==> src/rtl/pkbl_pkg.sv <==
package pkbl_pkg;

    // table geometry
    localparam int TABLE_ENTRIES = 1024;
    localparam int IDX_W         = (TABLE_ENTRIES > 1) ? $clog2(TABLE_ENTRIES) : 1;
    localparam int CNT_W         = $clog2(TABLE_ENTRIES + 1);

    // field widths
    localparam int LEVEL_W  = 16;
    localparam int OPTION_W = 16;
    localparam int KEY_W    = 22;
    localparam int TIME_W   = 64;
    localparam int HIT_W    = 16;
    localparam int THR_W    = 16;
    localparam int WIN_W    = 40;
    localparam int CFG_IDX_W  = 2;
    localparam int CFG_DATA_W = 40;

    // register indexes
    localparam logic [CFG_IDX_W-1:0] CFG_THRESHOLD = 2'd0;
    localparam logic [CFG_IDX_W-1:0] CFG_WINDOW    = 2'd1;

    // register reset values
    localparam logic [THR_W-1:0] THRESHOLD_RST = 16'd4;
    localparam logic [WIN_W-1:0] WINDOW_RST    = 40'd1000000000;

    // watched level / option pairs
    localparam logic [LEVEL_W-1:0]  LEVEL_A  = 16'd279;
    localparam logic [OPTION_W-1:0] OPT_A    = 16'd1;
    localparam logic [LEVEL_W-1:0]  LEVEL_B  = 16'd17;
    localparam logic [OPTION_W-1:0] OPT_B    = 16'd100;
    localparam logic [LEVEL_W-1:0]  LEVEL_C  = 16'd278;
    localparam logic [OPTION_W-1:0] OPT_C1   = 16'd1;
    localparam logic [OPTION_W-1:0] OPT_C2   = 16'd2;

    localparam logic [HIT_W-1:0] HIT_MAX = '1;

    // classified item passed from front to back
    typedef struct packed {
        logic              watched;
        logic [KEY_W-1:0]  process_key;
        logic [TIME_W-1:0] time_now;
    } t_job;

    // configuration seen by the back end
    typedef struct packed {
        logic [THR_W-1:0] deny_level;
        logic [WIN_W-1:0] window_ns;
    } t_cfg;

endpackage

==> src/rtl/pkbl_queue.sv <==
module pkbl_queue (
    input  logic           i_clk,
    input  logic           i_rst_n,
    input  logic           i_push,
    input  pkbl_pkg::t_job i_job,
    output logic           o_full,
    input  logic           i_pop,
    output logic           o_valid,
    output pkbl_pkg::t_job o_job
);
    import pkbl_pkg::*;

    t_job       r_slot [2];
    logic       r_wr_ptr;
    logic       r_rd_ptr;
    logic [1:0] r_count;

    assign o_full  = (r_count == 2'd2);
    assign o_valid = (r_count != 2'd0);
    assign o_job   = r_slot[r_rd_ptr];

    // two-slot storage
    always_ff @(posedge i_clk) begin
        if (i_push) begin
            r_slot[r_wr_ptr] <= i_job;
        end
    end

    // pointers and fill level
    always_ff @(posedge i_clk) begin
        if (!i_rst_n) begin
            r_wr_ptr <= 1'b0;
            r_rd_ptr <= 1'b0;
            r_count  <= 2'd0;
        end else begin
            if (i_push) begin
                r_wr_ptr <= !r_wr_ptr;
            end
            if (i_pop) begin
                r_rd_ptr <= !r_rd_ptr;
            end
            case ({i_push, i_pop})
                2'b10:   r_count <= r_count + 2'd1;
                2'b01:   r_count <= r_count - 2'd1;
                default: r_count <= r_count;
            endcase
        end
    end

endmodule

==> config.mk <==
export PLATFORM = sky130hd
export DESIGN_NAME = pkbl_queue
export DESIGN_NICKNAME = d
export VERILOG_FILES = /design/src/rtl/pkbl_pkg.sv /design/src/rtl/pkbl_queue.sv
export SDC_FILE = /design/constraint.sdc
export NUM_CORES = 1
export LEC_CHECK = 0
export ABC_AREA = 1
export BUFFER_PORTS_ARGS = -buffer_cell sky130_fd_sc_hd__buf_2
export CAP_MARGIN = 5
export CORE_MARGIN = 8
export CORE_UTILIZATION = 45
export CTS_CLUSTER_SIZE = 24
export DETAILED_ROUTE_END_ITERATION = 8
export GPL_TIMING_DRIVEN = 0
export PLACE_DENSITY = 0.69
export SETUP_SLACK_MARGIN = 0.4
export SLEW_MARGIN = 0
export SYNTH_ARGS = -nofsm -noshare
export SYNTH_HDL_FRONTEND = slang
export SYNTH_SLANG_ARGS = --single-unit
==> constraint.sdc <==
create_clock -name i_clk -period 4.7 [get_ports i_clk]
set_input_delay 0 -clock i_clk [delete_from_list [all_inputs] [get_ports i_clk]]
set_output_delay 0 -clock i_clk [all_outputs]
set_load 0.005 [all_outputs]
==> results of run 1 <==
cells by family (layout without fill, tap and decap cells):
kind of cell,Yosys count,in the layout
flops,179,179
fa+ha+maj,1,1
compound gates,2,2
buf+inv,16,321
simple gates,21,21
mux,87,87
metrics by stage:
stage | total power, uW | worst slack, ps
after global placement | 2220 | 451
after floorplan | 2070 | 1670
after CTS | 3630 | 2990
after detailed placement | 2230 | 3010
final | 3610 | 3030
after global routing | 3730 | 2910
worst min-delay path by stage:
stage,from,to
floorplan,i_job[0],r_slot[0][0]$_DFFE_PP_
global placement,i_job[9],r_slot[0][9]$_DFFE_PP_
detailed placement,i_job[58],r_slot[1][58]$_DFFE_PP_
CTS,i_job[42],r_slot[1][42]$_DFFE_PP_
global route,i_job[45],r_slot[1][45]$_DFFE_PP_
finish,i_job[36],r_slot[1][36]$_DFFE_PP_
registers in the layout (all words and copies together), names as in the netlist, named ones only:
| register | flops |
|---|---|
| r_count | 2 |
| r_wr_ptr | 1 |
| r_slot | 174 |
| r_rd_ptr | 1 |
metal layers:
metal / global-route usage (%) / up-vias / share of wire, %
li1: - / 1779 / -
met1: 16.5 / 1826 / 39
met2: 25.9 / 144 / 51
met3: 5.80 / 14 / 8.8
met4: 5.55 / 0 / 1.3
met5: 0 / - / 0
power by group:
| group | internal, uW | switching, uW |
|---|---|---|
| clock | 777 | 570 |
| combinational | 222 | 170 |
| sequential | 1850 | 20.9 |
area by class of cell:
| type | count | area (um^2) | share of cell area [%] |
|---|---|---|---|
| Sequential cell | 179 | 5330 | 57.1 |
| Timing Repair Buffer | 274 | 1890 | 20.3 |
| Inverter | 6 | 25.0 | 0.268 |
| Clock buffer | 17 | 425 | 4.56 |
| Tap cell | 184 | 230 | 2.47 |
| Multi-Input combinational cell | 111 | 1200 | 12.9 |
| Buffer | 10 | 81.3 | 0.872 |
| Clock inverter | 14 | 139 | 1.49 |
cell usage in the layout, fill, tap and decap left out, drive strengths merged:
cell,count
nand2,9
nand4,1
bufinv,2
clkinvlp,4
a21oi,1
ha,1
dfxtp,5
buf,193
nor2,11
mux2,87
inv,8
clkinv,6
dlygate4sd3,91
edfxtp,174
clkbuf,17
o21ai,1
==> flow_metrics.tcl, run 1 <==
set metrics [dict create \
    outcome "complete, no violations" \
    synth_edf_count 174 \
    path_buf_inv 2 \
    slowest_delay_ps 460 \
    synth_commonest_cells "174 x edfxtp_1, 57 x mux2_2, 30 x mux2_4, 11 x nor2_1, 9 x nand2_1" \
    cts_resized 0 \
    io_pins 180 \
    htree_levels 4 \
    synth_area_leader_cell "edfxtp_1" \
    startpoint "r_wr_ptr$_SDFFE_PN0P_" \
    synth_top_family_by_area "multiplexers" \
    crit_slowest_cell "inv_4" \
    setup.worst_path.class "register to register" \
    area_growth_pct 40.7 \
    rrSetupSlack_ps 3030 \
    io_buffers 179 \
    final_util_pct 64.4 \
    powerDensity_nw_per_um2 387 \
    drive_above_1_share_pct 50.9 \
    place.gp.congestion 0.719 \
    num_vias 3763 \
    finalHoldViolCount 0 \
    synth_xor_xnor_area_share_pct 0 \
    syn_area_per_cell_um2 21.7 \
    die_area_um2 18900 \
    insertion_delay_ps 420 \
    cp_cell_sequence "nand2_1 -> inv_4 -> buf_16" \
    maxCapViolCount 0 \
    coreArea_um2 14500 \
    cts-root-buf "clkbuf_16" \
    cts_buffer_depth 2 \
    hpwl_mm 9.03 \
    skew_ps 8.65 \
    ys_ff_latch 179 \
    vias_per_cell 4.73 \
    die_w_um 137 \
    synth_ff_type "edfxtp_1" \
    overflow 0 \
    final_nets 691 \
    grt_pass1_vias 4238 \
    p_leak_uw 0.00365 \
    synthMostInstantiatedCell "edfxtp_1" \
    cts.sinks 179 \
    die_h_um 137 \
    setup_viol 0 \
    arrival_ps 1770 \
    yosys-mux-area-fraction_pct 16.5 \
    placementRows 44 \
    drv_slew 0 \
    hold_path_depth 2 \
    path_clk_slew_ps 70 \
    yosysUniqueCellTypes 13 \
    hold_path_class "input pin to register" \
    cts_made_buffers 17 \
    dpl-instance-area_um2 7850 \
    synthCells 306 \
    endpoint "r_slot[1][53]$_DFFE_PP_" \
    ir_worst_vdd_v 0.000360 \
    postCtsSetupRepairBufs 0 \
    drt_iter0_drc 170 \
    rsz0062_at_grt "false" \
    cp_max_fo 45 \
    ys_top_cells_by_area "edfxtp_1 79%, mux2_2 9.7%, mux2_4 6.8%" \
    start_util_pct 45.8 \
    num-fill-cells 1022 \
    reg2reg_from "r_wr_ptr$_SDFFE_PN0P_" \
    yosys_warnings 0 \
    timing.final.crit_share_pct 35.6 \
    hold_buffers 91 \
    drc 0 \
    routed_wl_mm 13.9 \
    cp_num_cells 3 \
    design_area_um2 9320 \
    grt_pass1_wl_mm 21.5 \
    end_kind "register" \
    synth-simple-area-share_pct 1.23 \
    track_usage_pct 15.0 \
    cp-start-kind "register" \
    max_freq_mhz 598 \
    synth-compound-area-share_pct 0.151 \
    r2r_cells 3 \
    dr.pass1.iters 5 \
    grt_max_degree 46 \
    finalCriticalPeriod_ps 1670 \
    cts_tree "built" \
    antenna_found_initial 0 \
    synth-adder-area-share_pct 0.189 \
    worst_slew_pin_slew_ps 598 \
    synth.yosys.seq_area_share_pct 80.4 \
    fin_cells 795 \
    synth_nets 398 \
    async_flop_share_pct 0 \
    worstReg2RegEnd "r_slot[1][53]$_DFFE_PP_" \
    maxSlewHeadroom_pct 60.1 \
    required_ps 4790 \
    diodes 0 \
    fin_setup_tns_ps 0 \
    ant_nets 0 \
    hold-worst-slack_ps 310 \
    dp_cells 673 \
    wl_per_cell_um 17.5 \
    cpLargestDelayFamily "buffers and inverters" \
    syn_area_um2 6630 \
    synth_top_area_share_pct 78.9 \
]
Note: power is estimated with default switching activity, not from simulation.
==> run 2: changes to the inputs <==
- ABC_AREA: 1 -> 0
- clock period: 4.7 -> 1.4 ns (I/O delays scaled with it)
==> run 2 against run 1 <==
Net effect:
- the run now ends with setup timing left
- clock skew is 1.1 ps lower
- via count increased by 8.7%
- clock power increased to 3.2 times the previous value
- die area shrank 1.4%
- sequential share of layout area fell by 8.9 points
- sequential cell count did not move
- global-route usage increased by 2.5 points
- highest routed layer is now met5
==> flow_metrics.tcl, run 2 <==
set metrics [dict create \
    final_cell_mix "174 x edfxtp_1, 112 x buf_2, 89 x dlygate4sd3_1, 87 x buf_6, 65 x mux2_4" \
    synth_top_area_share_pct 80.1 \
    synth_ff_type "edfxtp_1" \
    setup_viol 87 \
    rsz0062_at_grt "true" \
    cts_tree "built" \
    maxSlewHeadroom_pct 81.0 \
    yosysUniqueCellTypes 19 \
    grt_pass1_wl_mm 24.1 \
    reg2reg_from "r_wr_ptr$_SDFFE_PN0P_" \
    vias_per_cell 4.85 \
    coreArea_um2 14400 \
    grt_max_degree 17 \
    finalWorstSetupSlack_ps -214 \
    drive_above_1_share_pct 57.6 \
    cts_buffer_depth 2 \
    wl_per_cell_um 20.5 \
    cts_made_buffers 17 \
    p_leak_uw 0.00444 \
    dr.pass1.iters 4 \
    synthMostInstantiatedCell "edfxtp_1" \
    finalCriticalPeriod_ps 1610 \
    die_h_um 136 \
    outcome "complete, but fails checks" \
    htree_levels 4 \
    synth_nets 385 \
    powerDensity_nw_per_um2 1180 \
    ys_top_cells_by_area "edfxtp_1 80%, mux2_2 14%, dfxtp_1 1.5%" \
    synthCells 293 \
    ys_ff_latch 179 \
    die_area_um2 18600 \
    place.gp.congestion 0.672 \
    cp_max_fo 10 \
    largest_register_ffs 174 \
    yosys_warnings 0 \
    maxCapViolCount 0 \
    final_common_cell "edfxtp_1" \
    arrival_ps 1610 \
    cts.sinks 179 \
    hold-worst-slack_ps 40.6 \
    regMostFlops "r_slot" \
    area_growth_pct 69.6 \
    p_total_uw 13100 \
    synth.yosys.seq_area_share_pct 81.7 \
    syn_area_um2 6520 \
    grt_pass1_vias 4489 \
    required_ps 1400 \
    start_util_pct 45.4 \
    drt_iter0_drc 202 \
    hpwl_mm 8.74 \
    fin_setup_tns_ps -15400 \
    placementRows 44 \
    ir_worst_vdd_v 0.000894 \
    seqCellArea_um2 5330 \
    drv_slew 0 \
    rrSetupSlack_ps 130 \
    setup.worst_path.class "register to primary output" \
    routed_wl_mm 17.3 \
    drc 0 \
    holdPathEnd "r_count[1]$_SDFFE_PN0P_" \
    synth_edf_count 174 \
    worstReg2RegEnd "r_slot[0][38]$_DFFE_PP_" \
    io_buffers 179 \
    end_kind "primary output" \
    timing.final.crit_share_pct 115 \
    diodes 0 \
    track_usage_pct 17.5 \
    ant_nets 0 \
    io_pins 180 \
    cp-start-kind "register" \
    multi_input_area_um2 1420 \
    worst_slew_pin_slew_ps 285 \
    async_flop_share_pct 0 \
    synth_area_leader_cell "edfxtp_1" \
    overflow 0 \
    worstHoldStart "i_pop" \
    finalHoldViolCount 0 \
    hold_path_class "input pin to register" \
    r2r_cells 5 \
    top_regs "r_slot x174, r_count x2" \
    synth_commonest_cells "174 x edfxtp_1, 83 x mux2_2, 5 x buf_2, 5 x buf_6, 5 x dfxtp_1" \
    antenna_found_initial 1 \
    num-fill-cells 771 \
    path_clk_slew_ps 60 \
    final_nets 739 \
    violations "setup timing" \
    num_vias 4090 \
    skew_ps 7.57 \
    syn_area_per_cell_um2 22.3 \
    hold_path_depth 4 \
    die_w_um 136 \
    insertion_delay_ps 420 \
    max_freq_mhz 620 \
    cts-root-buf "clkbuf_16" \
]
run 2: layer usage:
| layer | share of wire (%) | vias to the layer above | GRT usage [%] | routed length, um |
|---|---|---|---|---|
| met4 | 2.0 | 2 | 6.83 | 339 |
| li1 | - | 1888 | - | - |
| met1 | 37 | 2030 | 19.1 | 6360 |
| met2 | 54 | 141 | 31.1 | 9300 |
| met3 | 7.5 | 29 | 5.62 | 1300 |
| met5 | 0.075 | - | 0 | 13 |
run 2: repair_timing:
| item | 4_1_cts | 5_1_grt |
|---|---|---|
| cloned | 19 | 7 |
| resized for setup | 119 | 70 |
| pin swaps | 3 | 2 |
| endpoints found under the hold margin | 179 | 0 |
| setup buffers | 30 | 7 |
| hold buffers | 89 | 0 |
| endpoints found under the setup margin | 235 | 255 |
run 2: metrics by stage:
step                setup slack [ps]  util (%)  area (um^2)  cells
floorplan                       -619         -         6610    293
global placement               -1300      53.9         7740    656
detailed placement              -222      54.5         7830    660
CTS                             -249      73.3        10500    830
global route                    -271      77.0        11100    844
finish                          -214      77.0        11100    844
run 2: cells by family (layout without fill, tap and decap cells):
group	after synthesis	count (layout)	share of synthesized area, %
flip-flops	179	179	81.7
multiplexers	87	87	15.3
buffers and inverters	11	372	1.30
AND/OR/NAND/NOR	9	15	0.864
AO/OA/AOI/OAI	3	3	0.307
XOR/XNOR	3	3	0.403
adder cells (fa/ha/maj)	1	1	0.192
run 2: worst max-delay path by stage:
stage | startpoint | to | slack, ps | depth (start not counted)
2_1_floorplan | r_wr_ptr$_SDFFE_PN0P_ | r_slot[0][0]$_DFFE_PP_ | -620 | 1
3_3_place_gp | r_wr_ptr$_SDFFE_PN0P_ | r_slot[0][47]$_DFFE_PP_ | -1300 | 1
3_5_place_dp | r_wr_ptr$_SDFFE_PN0P_ | r_slot[1][53]$_DFFE_PP_ | -220 | 2
4_1_cts | register | o_job[49] | -250 | 5
5_1_grt | register | o_job[57] | -270 | 5
6_report | register | o_job[65] | -210 | 5
run 2: where the power goes:
part           switching [uW]  total [uW]  leakage (uW)  internal [uW]
Sequential               86.9        6280       0.00168           6190
Clock                    1940        4370      0.000268           2430
Combinational             841        2440       0.00249           1590
run 2: worst max-delay path: stages (launching register included):
cell	delay, ps
dfxtp_2	340
buf_12	130
buf_12	140
buf_12	150
mux2_4	320
buf_6	120
run 2: layout make-up:
cell class | count | area share, %
Buffer | 10 | 1.61
Sequential cell | 179 | 48.2
Clock inverter | 15 | 1.05
Timing Repair Buffer | 329 | 30.3
Inverter | 1 | 0.0339
Clock buffer | 17 | 3.85
Multi-Input combinational cell | 109 | 12.8
Tap cell | 184 | 2.08
