`src/rtl/pkbl_pkg.sv`:
```
package pkbl_pkg;

    // table geometry
    localparam int TABLE_ENTRIES = 1024;
    localparam int IDX_W         = (TABLE_ENTRIES > 1) ? $clog2(TABLE_ENTRIES) : 1;
    localparam int CNT_W         = $clog2(TABLE_ENTRIES + 1);

    // field widths
    localparam int LEVEL_W  = 16;
    localparam int OPTION_W = 16;
    localparam int KEY_W    = 22;
    localparam int TIME_W   = 64;
    localparam int HIT_W    = 16;
    localparam int THR_W    = 16;
    localparam int WIN_W    = 40;
    localparam int CFG_IDX_W  = 2;
    localparam int CFG_DATA_W = 40;

    // register indexes
    localparam logic [CFG_IDX_W-1:0] CFG_THRESHOLD = 2'd0;
    localparam logic [CFG_IDX_W-1:0] CFG_WINDOW    = 2'd1;

    // register reset values
    localparam logic [THR_W-1:0] THRESHOLD_RST = 16'd4;
    localparam logic [WIN_W-1:0] WINDOW_RST    = 40'd1000000000;

    // watched level / option pairs
    localparam logic [LEVEL_W-1:0]  LEVEL_A  = 16'd279;
    localparam logic [OPTION_W-1:0] OPT_A    = 16'd1;
    localparam logic [LEVEL_W-1:0]  LEVEL_B  = 16'd17;
    localparam logic [OPTION_W-1:0] OPT_B    = 16'd100;
    localparam logic [LEVEL_W-1:0]  LEVEL_C  = 16'd278;
    localparam logic [OPTION_W-1:0] OPT_C1   = 16'd1;
    localparam logic [OPTION_W-1:0] OPT_C2   = 16'd2;

    localparam logic [HIT_W-1:0] HIT_MAX = '1;

    // classified item passed from front to back
    typedef struct packed {
        logic              watched;
        logic [KEY_W-1:0]  process_key;
        logic [TIME_W-1:0] time_now;
    } t_job;

    // configuration seen by the back end
    typedef struct packed {
        logic [THR_W-1:0] deny_level;
        logic [WIN_W-1:0] window_ns;
    } t_cfg;

endpackage

```
`src/rtl/pkbl_req_if.sv`:
```
interface pkbl_req_if;
    import pkbl_pkg::*;

    logic                valid;
    logic                ready;
    logic [LEVEL_W-1:0]  level_code;
    logic [OPTION_W-1:0] option_code;
    logic [KEY_W-1:0]    process_key;
    logic [TIME_W-1:0]   time_now;

    modport source (
        output valid, level_code, option_code, process_key, time_now,
        input  ready
    );
    modport sink (
        input  valid, level_code, option_code, process_key, time_now,
        output ready
    );
endinterface

```
`src/rtl/pkbl_front.sv`:
```
module pkbl_front (
    input  logic                               i_clk,
    input  logic                               i_rst_n,
    pkbl_req_if.sink                           i_req,
    input  logic                               i_cfg_we,
    input  logic [pkbl_pkg::CFG_IDX_W-1:0]     i_cfg_idx,
    input  logic [pkbl_pkg::CFG_DATA_W-1:0]    i_cfg_data,
    input  logic                               i_full,
    output logic                               o_push,
    output pkbl_pkg::t_job                     o_job,
    output pkbl_pkg::t_cfg                     o_cfg
);
    import pkbl_pkg::*;

    logic [THR_W-1:0] r_threshold;
    logic [WIN_W-1:0] r_window;
    logic             watched;

    // configuration registers
    always_ff @(posedge i_clk) begin
        if (!i_rst_n) begin
            r_threshold <= THRESHOLD_RST;
            r_window    <= WINDOW_RST;
        end else if (i_cfg_we) begin
            case (i_cfg_idx)
                CFG_THRESHOLD: r_threshold <= i_cfg_data[THR_W-1:0];
                CFG_WINDOW:    r_window    <= i_cfg_data[WIN_W-1:0];
                default: ;
            endcase
        end
    end

    // classify the level / option pair
    always_comb begin
        watched = ((i_req.level_code == LEVEL_A) && (i_req.option_code == OPT_A))
               || ((i_req.level_code == LEVEL_B) && (i_req.option_code == OPT_B))
               || ((i_req.level_code == LEVEL_C) && ((i_req.option_code == OPT_C1)
                                                  || (i_req.option_code == OPT_C2)));
    end

    // push every accepted item into the queue
    assign i_req.ready         = !i_full;
    assign o_push              = i_req.valid && !i_full;
    assign o_job.watched       = watched;
    assign o_job.process_key   = i_req.process_key;
    assign o_job.time_now      = i_req.time_now;
    assign o_cfg.deny_level    = r_threshold;
    assign o_cfg.window_ns     = r_window;

endmodule

```
`src/flat_wrapper.sv`:
```
// flat-port wrapper written by rule: the top's interface ports become plain ports
module pkbl_front_flat import pkbl_pkg::*;
  (i_clk, i_rst_n, i_cfg_we, i_cfg_idx, i_cfg_data, i_full, o_push, o_job, o_cfg, i_req_valid, i_req_level_code, i_req_option_code, i_req_process_key, i_req_time_now, i_req_ready);
  pkbl_req_if i_req_i ();
  input  logic i_clk;
  input  logic i_rst_n;
  input  logic i_cfg_we;
  input  logic [pkbl_pkg::CFG_IDX_W-1:0] i_cfg_idx;
  input  logic [pkbl_pkg::CFG_DATA_W-1:0] i_cfg_data;
  input  logic i_full;
  output logic o_push;
  output pkbl_pkg::t_job o_job;
  output pkbl_pkg::t_cfg o_cfg;
  input wire logic [$bits(i_req_i.valid)-1:0] i_req_valid;
  input wire logic [$bits(i_req_i.level_code)-1:0] i_req_level_code;
  input wire logic [$bits(i_req_i.option_code)-1:0] i_req_option_code;
  input wire logic [$bits(i_req_i.process_key)-1:0] i_req_process_key;
  input wire logic [$bits(i_req_i.time_now)-1:0] i_req_time_now;
  output wire logic [$bits(i_req_i.ready)-1:0] i_req_ready;
  assign i_req_i.valid = i_req_valid;
  assign i_req_i.level_code = i_req_level_code;
  assign i_req_i.option_code = i_req_option_code;
  assign i_req_i.process_key = i_req_process_key;
  assign i_req_i.time_now = i_req_time_now;
  assign i_req_ready = i_req_i.ready;
  pkbl_front u_core (.i_clk(i_clk), .i_rst_n(i_rst_n), .i_req(i_req_i), .i_cfg_we(i_cfg_we), .i_cfg_idx(i_cfg_idx), .i_cfg_data(i_cfg_data), .i_full(i_full), .o_push(o_push), .o_job(o_job), .o_cfg(o_cfg));
endmodule
```
`config.mk`:
```
export PLATFORM = sky130hd
export DESIGN_NAME = pkbl_front_flat
export DESIGN_NICKNAME = d
export VERILOG_FILES = /design/src/rtl/pkbl_pkg.sv /design/src/rtl/pkbl_req_if.sv /design/src/rtl/pkbl_front.sv /design/src/flat_wrapper.sv
export SDC_FILE = /design/constraint.sdc
export NUM_CORES = 1
export LEC_CHECK = 0
export BUFFER_PORTS_ARGS = -buffer_cell sky130_fd_sc_hd__buf_2
export CORE_AREA = 2 2 119 121
export CTS_CLUSTER_SIZE = 25
export DETAILED_ROUTE_END_ITERATION = 10
export DIE_AREA = 0 0 121 123
export GPL_TIMING_DRIVEN = 0
export HOLD_SLACK_MARGIN = 0.15
export SYNTH_ARGS = -nofsm -noshare
export SYNTH_HDL_FRONTEND = slang
export SYNTH_SLANG_ARGS = --single-unit
```
`constraint.sdc`:
```
create_clock -name i_clk -period 2.9 [get_ports i_clk]
set_input_delay 0.145 -clock i_clk [delete_from_list [all_inputs] [get_ports i_clk]]
set_output_delay 0.145 -clock i_clk [all_outputs]
set_load 0.01 [all_outputs]
```
==> flow_summary.ini, run 1 <==
[hold_path]
hold_depth = 2
hold_start = i_rst_n
hold_path_class = in -> reg
hold_path_end = u_core.r_window[24]$_SDFFE_PN1P_

[placement]
place_congestion = 0.700
dp_hpwl_um = 7550
place_inst = 753
portBuffers = 222

[critical_path]
cp_slowest_cell = a211oi_1
reg2reg_to = u_core.r_window[16]$_SDFFE_PN0P_
timing.rr.start = u_core.r_window[16]$_SDFFE_PN0P_
crit_path_max_fanout = 2
path_cells = buf_2 -> nor4b_1 -> o2111ai_1 -> a211oi_1 -> buf_4 -> buf_2
criticalPathCategory = in -> out
crit_required_ps = 2760
crit_path_start_kind = input port
cpMostUsedCell = buf_2
reg2regPathDepth = 2
arrival_ps = 1290
r2r_setup_slack_ps = 2240
slowest_delay_ps = 320
cp-end-kind = output pin

[synth]
synth-seq-area-share = 0.397
ys_warn_count = 0
ys_ff_latch = 56
syn-mean-instance-area_um2 = 8.05
synthesis.area_mm2 = 0.00283
synth_nets = 516
postSynthCellCount = 351
synth.distinct_cells = 23

[grt]
grt_pass1_wl_um = 13900
gr-total-overflow = 0
grt.total_usage = 0.123
antenna_found_initial = 0
grt_pass1_vias = 2881
grt_max_degree = 17

[drt]
vias = 3108
initialDrtViolationCount = 73
avgViaCountPerCell = 3.89
first_pass_iters = 6
drc = 0
wl_um = 9900
wl_per_cell_um = 12.4
ant_nets = 0

[clocking]
post_cts_buffers = 0
cts_root_buf = clkbuf_16
htree_levels = 2
cts_max_path_buffers = 2
clkLatencyLatePin_ps = 300
clk_pin_slew_worst_paths_ps = 80
cts_tree = built
clock_sinks = 56
cts_buffers = 5

[floorplanning]
rows = 43
dieArea_mm2 = 0.0149
die_x_um = 121
die_y_um = 123
ios = 310
start_util = 0.208
core_area_mm2 = 0.0136

[timing]
rsz0062_at_grt = no
setup_tns_ps = 0
finalClockSkew_ps = 0
worst_pin_slew_ps = 650
max_slew_margin = 0.567
setup_viol = 0
slew_violations = 0
final.period_utilization = 0.493
hold_violations = 0
min_period_ps = 1430
fmaxAchievable_mhz = 699

[flow_run]
cap_violations = 0

[pwr]
comb_power_share = 0.226
power_frac_seq = 0.440
p_clk_frac = 0.333
p_int_uw = 1350
vdd_ir_drop_max_v = 0.000241
power_leakage_uw = 0.00238
power_density_mw_per_mm2 = 392
p_sw_uw = 488
switching_share = 0.265

[final_layout]
final_cell_mix = buf_2, nand2_1, buf_4, dfxtp_1, dlygate4sd3_1
diodes = 0
final_common_cell = buf_2
areaGrowthSynthToFinish_pct = 66.3
nets = 785
seq_area_mm2 = 0.00112
stdcell_count = 800
drive_gt1_frac = 0.527
multi_input_area_um2 = 960
nFillCells = 1455

[run_status]
outcome = finished clean
-- Yosys cell counts (all sizes together) --
cell	n	area (µm²)
nand2	113	424
buf	98	716
dfxtp	56	1120
a21boi	42	315
nand3	14	70.1
clkbuf	7	26.3
nor4	4	25.0
nor3b	3	27.5
nor4b	3	26.3
nand4	2	12.5
nor2b	2	12.5
a211oi	1	7.51
and3b	1	8.76
inv	1	3.75
nand3b	1	7.51
nor3	1	5.00
o2111ai	1	8.76
or3b	1	8.76
-- through the flow --
| stage | util | hold WS, ps | power, µW | setup slack (ps) | area, µm² |
|---|---|---|---|---|---|
| floorplan | - | 269 | 1040 | 1840 | 2830 |
| global placement | 0.306 | 354 | 1210 | 1330 | 4160 |
| detailed placement | 0.306 | 361 | 1210 | 1320 | 4160 |
| CTS | 0.345 | 165 | 1880 | 1440 | 4700 |
| global route | 0.345 | 200 | 1940 | 1370 | 4700 |
| finish | 0.345 | 186 | 1840 | 1470 | 4700 |
-- how the worst max path moves through the flow --
stage	slack, ps	cells after the start	endpoint	start
3_5_place_dp	1320	3	u_core.r_window[28]$_SDFFE_PN1P_	i_rst_n
3_3_place_gp	1330	3	u_core.r_threshold[2]$_SDFFE_PN1P_	i_rst_n
4_1_cts	1440	6	o_job[86]	i_req_option_code[2]
2_1_floorplan	1840	4	o_job[86]	i_req_option_code[2]
5_1_grt	1370	6	o_job[86]	i_req_option_code[2]
6_report	1470	6	o_job[86]	i_req_option_code[2]
-- area by class of cell --
type / instances / area share
multi-input combinational: 189 / 0.204
clock inverter: 2 / 0.00266
tap: 180 / 0.0479
inverter: 1 / 0.000799
clock buffer: 5 / 0.0266
sequential: 56 / 0.238
buffer: 105 / 0.158
timing repair buffer: 262 / 0.322
-- worst max-delay path: cells and delay by family --
| family | cells | cell delay (ps) |
|---|---|---|
| buffers and inverters | 3 | 380 |
| AOI/OAI and AO/OA | 2 | 470 |
| and+or+nand+nor | 1 | 290 |
-- kinds of logic after synthesis --
group	synth area share
AO/OA/AOI/OAI	0.117
buffers and inverters	0.264
flip-flops	0.397
AND/OR/NAND/NOR	0.222
-- state kept, by name (all words and copies together), names as in the netlist --
signal	flops
u_core.r_window	40
u_core.r_threshold	16
-- power by group through the flow --
stage	Sequential, µW	Combinational, µW	Clock, µW
final	811	417	613
after global routing	815	458	665
after CTS	812	423	646
after detailed placement	829	381	0
after global placement	829	379	0
after floorplan	843	193	0
-- routing by layer --
layer	GRT usage	vias up	part of all wire	wire [µm]
met5	0	-	0	0
met4	0.0320	0	0.011	108
met3	0.0397	8	0.099	982
met2	0.234	169	0.52	5110
met1	0.130	1355	0.37	3700
li1	-	1576	-	-
-- repair_timing --
item / 4_1_cts / 5_1_grt
endpoints found under the hold margin: 56 / 0
hold buffers: 40 / 0
endpoints found under the setup margin: 0 / 0
gates resized for setup: 0 / 0
(Power assumes the default switching activity.)
==> run 2: changes to the inputs <==
==> constraint.sdc (replaced) <==
create_clock -name i_clk -period 1.5 [get_ports i_clk]
set_input_delay 0.075 -clock i_clk [delete_from_list [all_inputs] [get_ports i_clk]]
set_output_delay 0.075 -clock i_clk [all_outputs]
set_load 0.01 [all_outputs]
==> run 2 against run 1 <==
Sequential share of layout area decreased by 0.33 points. Routed wire length increased by 0.62%. Hold slack improved by 12 ps. Sequential power increased by 94%. Combinational power increased by 97%. Core utilization increased by 0.49 points. Cell area increased by 1.4%. Clock power increased by 94%. Total power increased by 94%. Sequential cell count unchanged. Largest power group unchanged.
==> flow_summary.ini, run 2 (synthesized netlist as in run 1, its figures left out) <==
[grt]
gr-total-overflow = 0
grt_pass1_vias = 2927
grt.total_usage = 0.124
grt_pass1_wl_um = 14000
antenna_found_initial = 0
grt_max_degree = 17

[final_layout]
diodes = 0
areaGrowthSynthToFinish_pct = 68.7
largest_register = u_core.r_window
final_common_cell = buf_2
multi_input_area_um2 = 966
seq_area_mm2 = 0.00112
drive_gt1_frac = 0.522
nFillCells = 1453
nets = 791
largest_register_ffs = 40
final_cell_mix = buf_2, nand2_1, buf_4, dfxtp_1, dlygate4sd3_1
reg.largest.list = u_core.r_window x40, u_core.r_threshold x16

[critical_path]
arrival_ps = 1600
setup.worst_path.start = i_cfg_idx[0]
worstSetupEndpoint = u_core.r_threshold[6]$_SDFFE_PN0P_
slowest_delay_ps = 590
cp.depth = 6
reg2regPathDepth = 3
timing.rr.start = u_core.r_window[24]$_SDFFE_PN1P_
crit_path_max_fanout = 10
reg2reg_to = u_core.r_window[24]$_SDFFE_PN1P_
crit_buf_inv = 3
criticalPathCategory = in -> reg
cp_slowest_cell = dlygate4sd3_1
crit_path_start_kind = input port
r2r_setup_slack_ps = 360
crit_family = buffers and inverters
crit_required_ps = 1730
path_cells = buf_2 -> dlygate4sd3_1 -> nor3b_4 -> buf_4 -> nand2_1 -> a21boi_1
cp-end-kind = flip-flop

[timing]
max_slew_margin = 0.577
rsz0062_at_grt = no
worst_pin_slew_ps = 635
hold_ws_ps = 198
fmaxAchievable_mhz = 729
finalClockSkew_ps = 0
setup_tns_ps = 0
setup_viol = 0
min_period_ps = 1370
hold_violations = 0
slew_violations = 0
final.period_utilization = 0.914

[pwr]
vdd_ir_drop_max_v = 0.000464
power_density_mw_per_mm2 = 750
power_leakage_uw = 0.00240

[drt]
initialDrtViolationCount = 60
drc = 0
wl_per_cell_um = 12.4
wl_um = 9960
ant_nets = 0
first_pass_iters = 4
vias = 3152
avgViaCountPerCell = 3.91

[clocking]
clock_sinks = 56
cts_root_buf = clkbuf_16
clk_pin_slew_worst_paths_ps = 80
clkLatencyLatePin_ps = 300
cts_buffers = 5
cts_tree = built
htree_levels = 2
post_cts_buffers = 0
cts_max_path_buffers = 2

[placement]
dp_hpwl_um = 7550
portBuffers = 222
place_congestion = 0.700

[floorplanning]
die_x_um = 121
die_y_um = 123
start_util = 0.208
ios = 310
core_area_mm2 = 0.0136
dieArea_mm2 = 0.0149
rows = 43

[run_status]
outcome = finished clean

[flow_run]
cap_violations = 0

[hold_path]
hold_path_class = in -> reg
-- run 2: cell count changes in the layout (fill, tap and decap cells not counted), sizes merged --
cell | previous run | this run
dlygate4sd3 | 40 | 46
-- run 2: per-layer routing --
layer | wire (µm) | track usage | vias to the layer above
met5 | 0 | 0 | -
met1 | 3700 | 0.130 | 1381
met2 | 5120 | 0.234 | 172
li1 | - | - | 1588
met3 | 999 | 0.0401 | 11
met4 | 135 | 0.0363 | 0
-- run 2: how the worst min path moves through the flow --
stage | start | to | cells past startpoint
floorplan | i_full | i_req_ready | 1
finish | i_rst_n | u_core.r_window[18]$_SDFFE_PN0P_ | 2
global placement | i_cfg_data[20] | u_core.r_window[20]$_SDFFE_PN1P_ | 3
CTS | i_rst_n | u_core.r_window[18]$_SDFFE_PN0P_ | 2
detailed placement | i_cfg_data[24] | u_core.r_window[24]$_SDFFE_PN1P_ | 3
global route | i_rst_n | u_core.r_window[10]$_SDFFE_PN0P_ | 2
-- run 2: power by group --
part           internal [µW]  switching (µW)  total, µW
clock                    609             576       1190
sequential              1540            26.4       1570
combinational            476             344        821
-- run 2: stage by stage --
stage | util | cell area [µm²] | std cells | power [µW] | setup WS, ps
after floorplan | - | 2830 | 351 | 2000 | 542
after global placement | 0.306 | 4160 | 753 | 2330 | -2.12
after detailed placement | 0.306 | 4160 | 753 | 2340 | -12.3
after CTS | 0.350 | 4760 | 806 | 3650 | 18.6
after global routing | 0.350 | 4770 | 806 | 3760 | 15.4
final | 0.350 | 4770 | 806 | 3570 | 129
-- run 2: worst reg2reg max path, cell delays in order, from the launching register on --
cell and delay, ps:
dfxtp_1 320, nand2_1 60, nand3_1 80, dlygate4sd3_1 580
-- run 2: repair_timing --
item	4_1_cts	5_1_grt
endpoints found under the setup margin	0	10
resized for setup	0	1
endpoints found under the hold margin	56	0
hold buffers	46	0
-- run 2: layout make-up --
class	instances	share of cell area
Clock inverter	2	0.00262
Inverter	1	0.000787
Tap cell	180	0.0472
Clock buffer	5	0.0262
Sequential cell	56	0.235
Multi-Input combinational cell	189	0.203
Timing Repair Buffer	268	0.330
Buffer	105	0.156
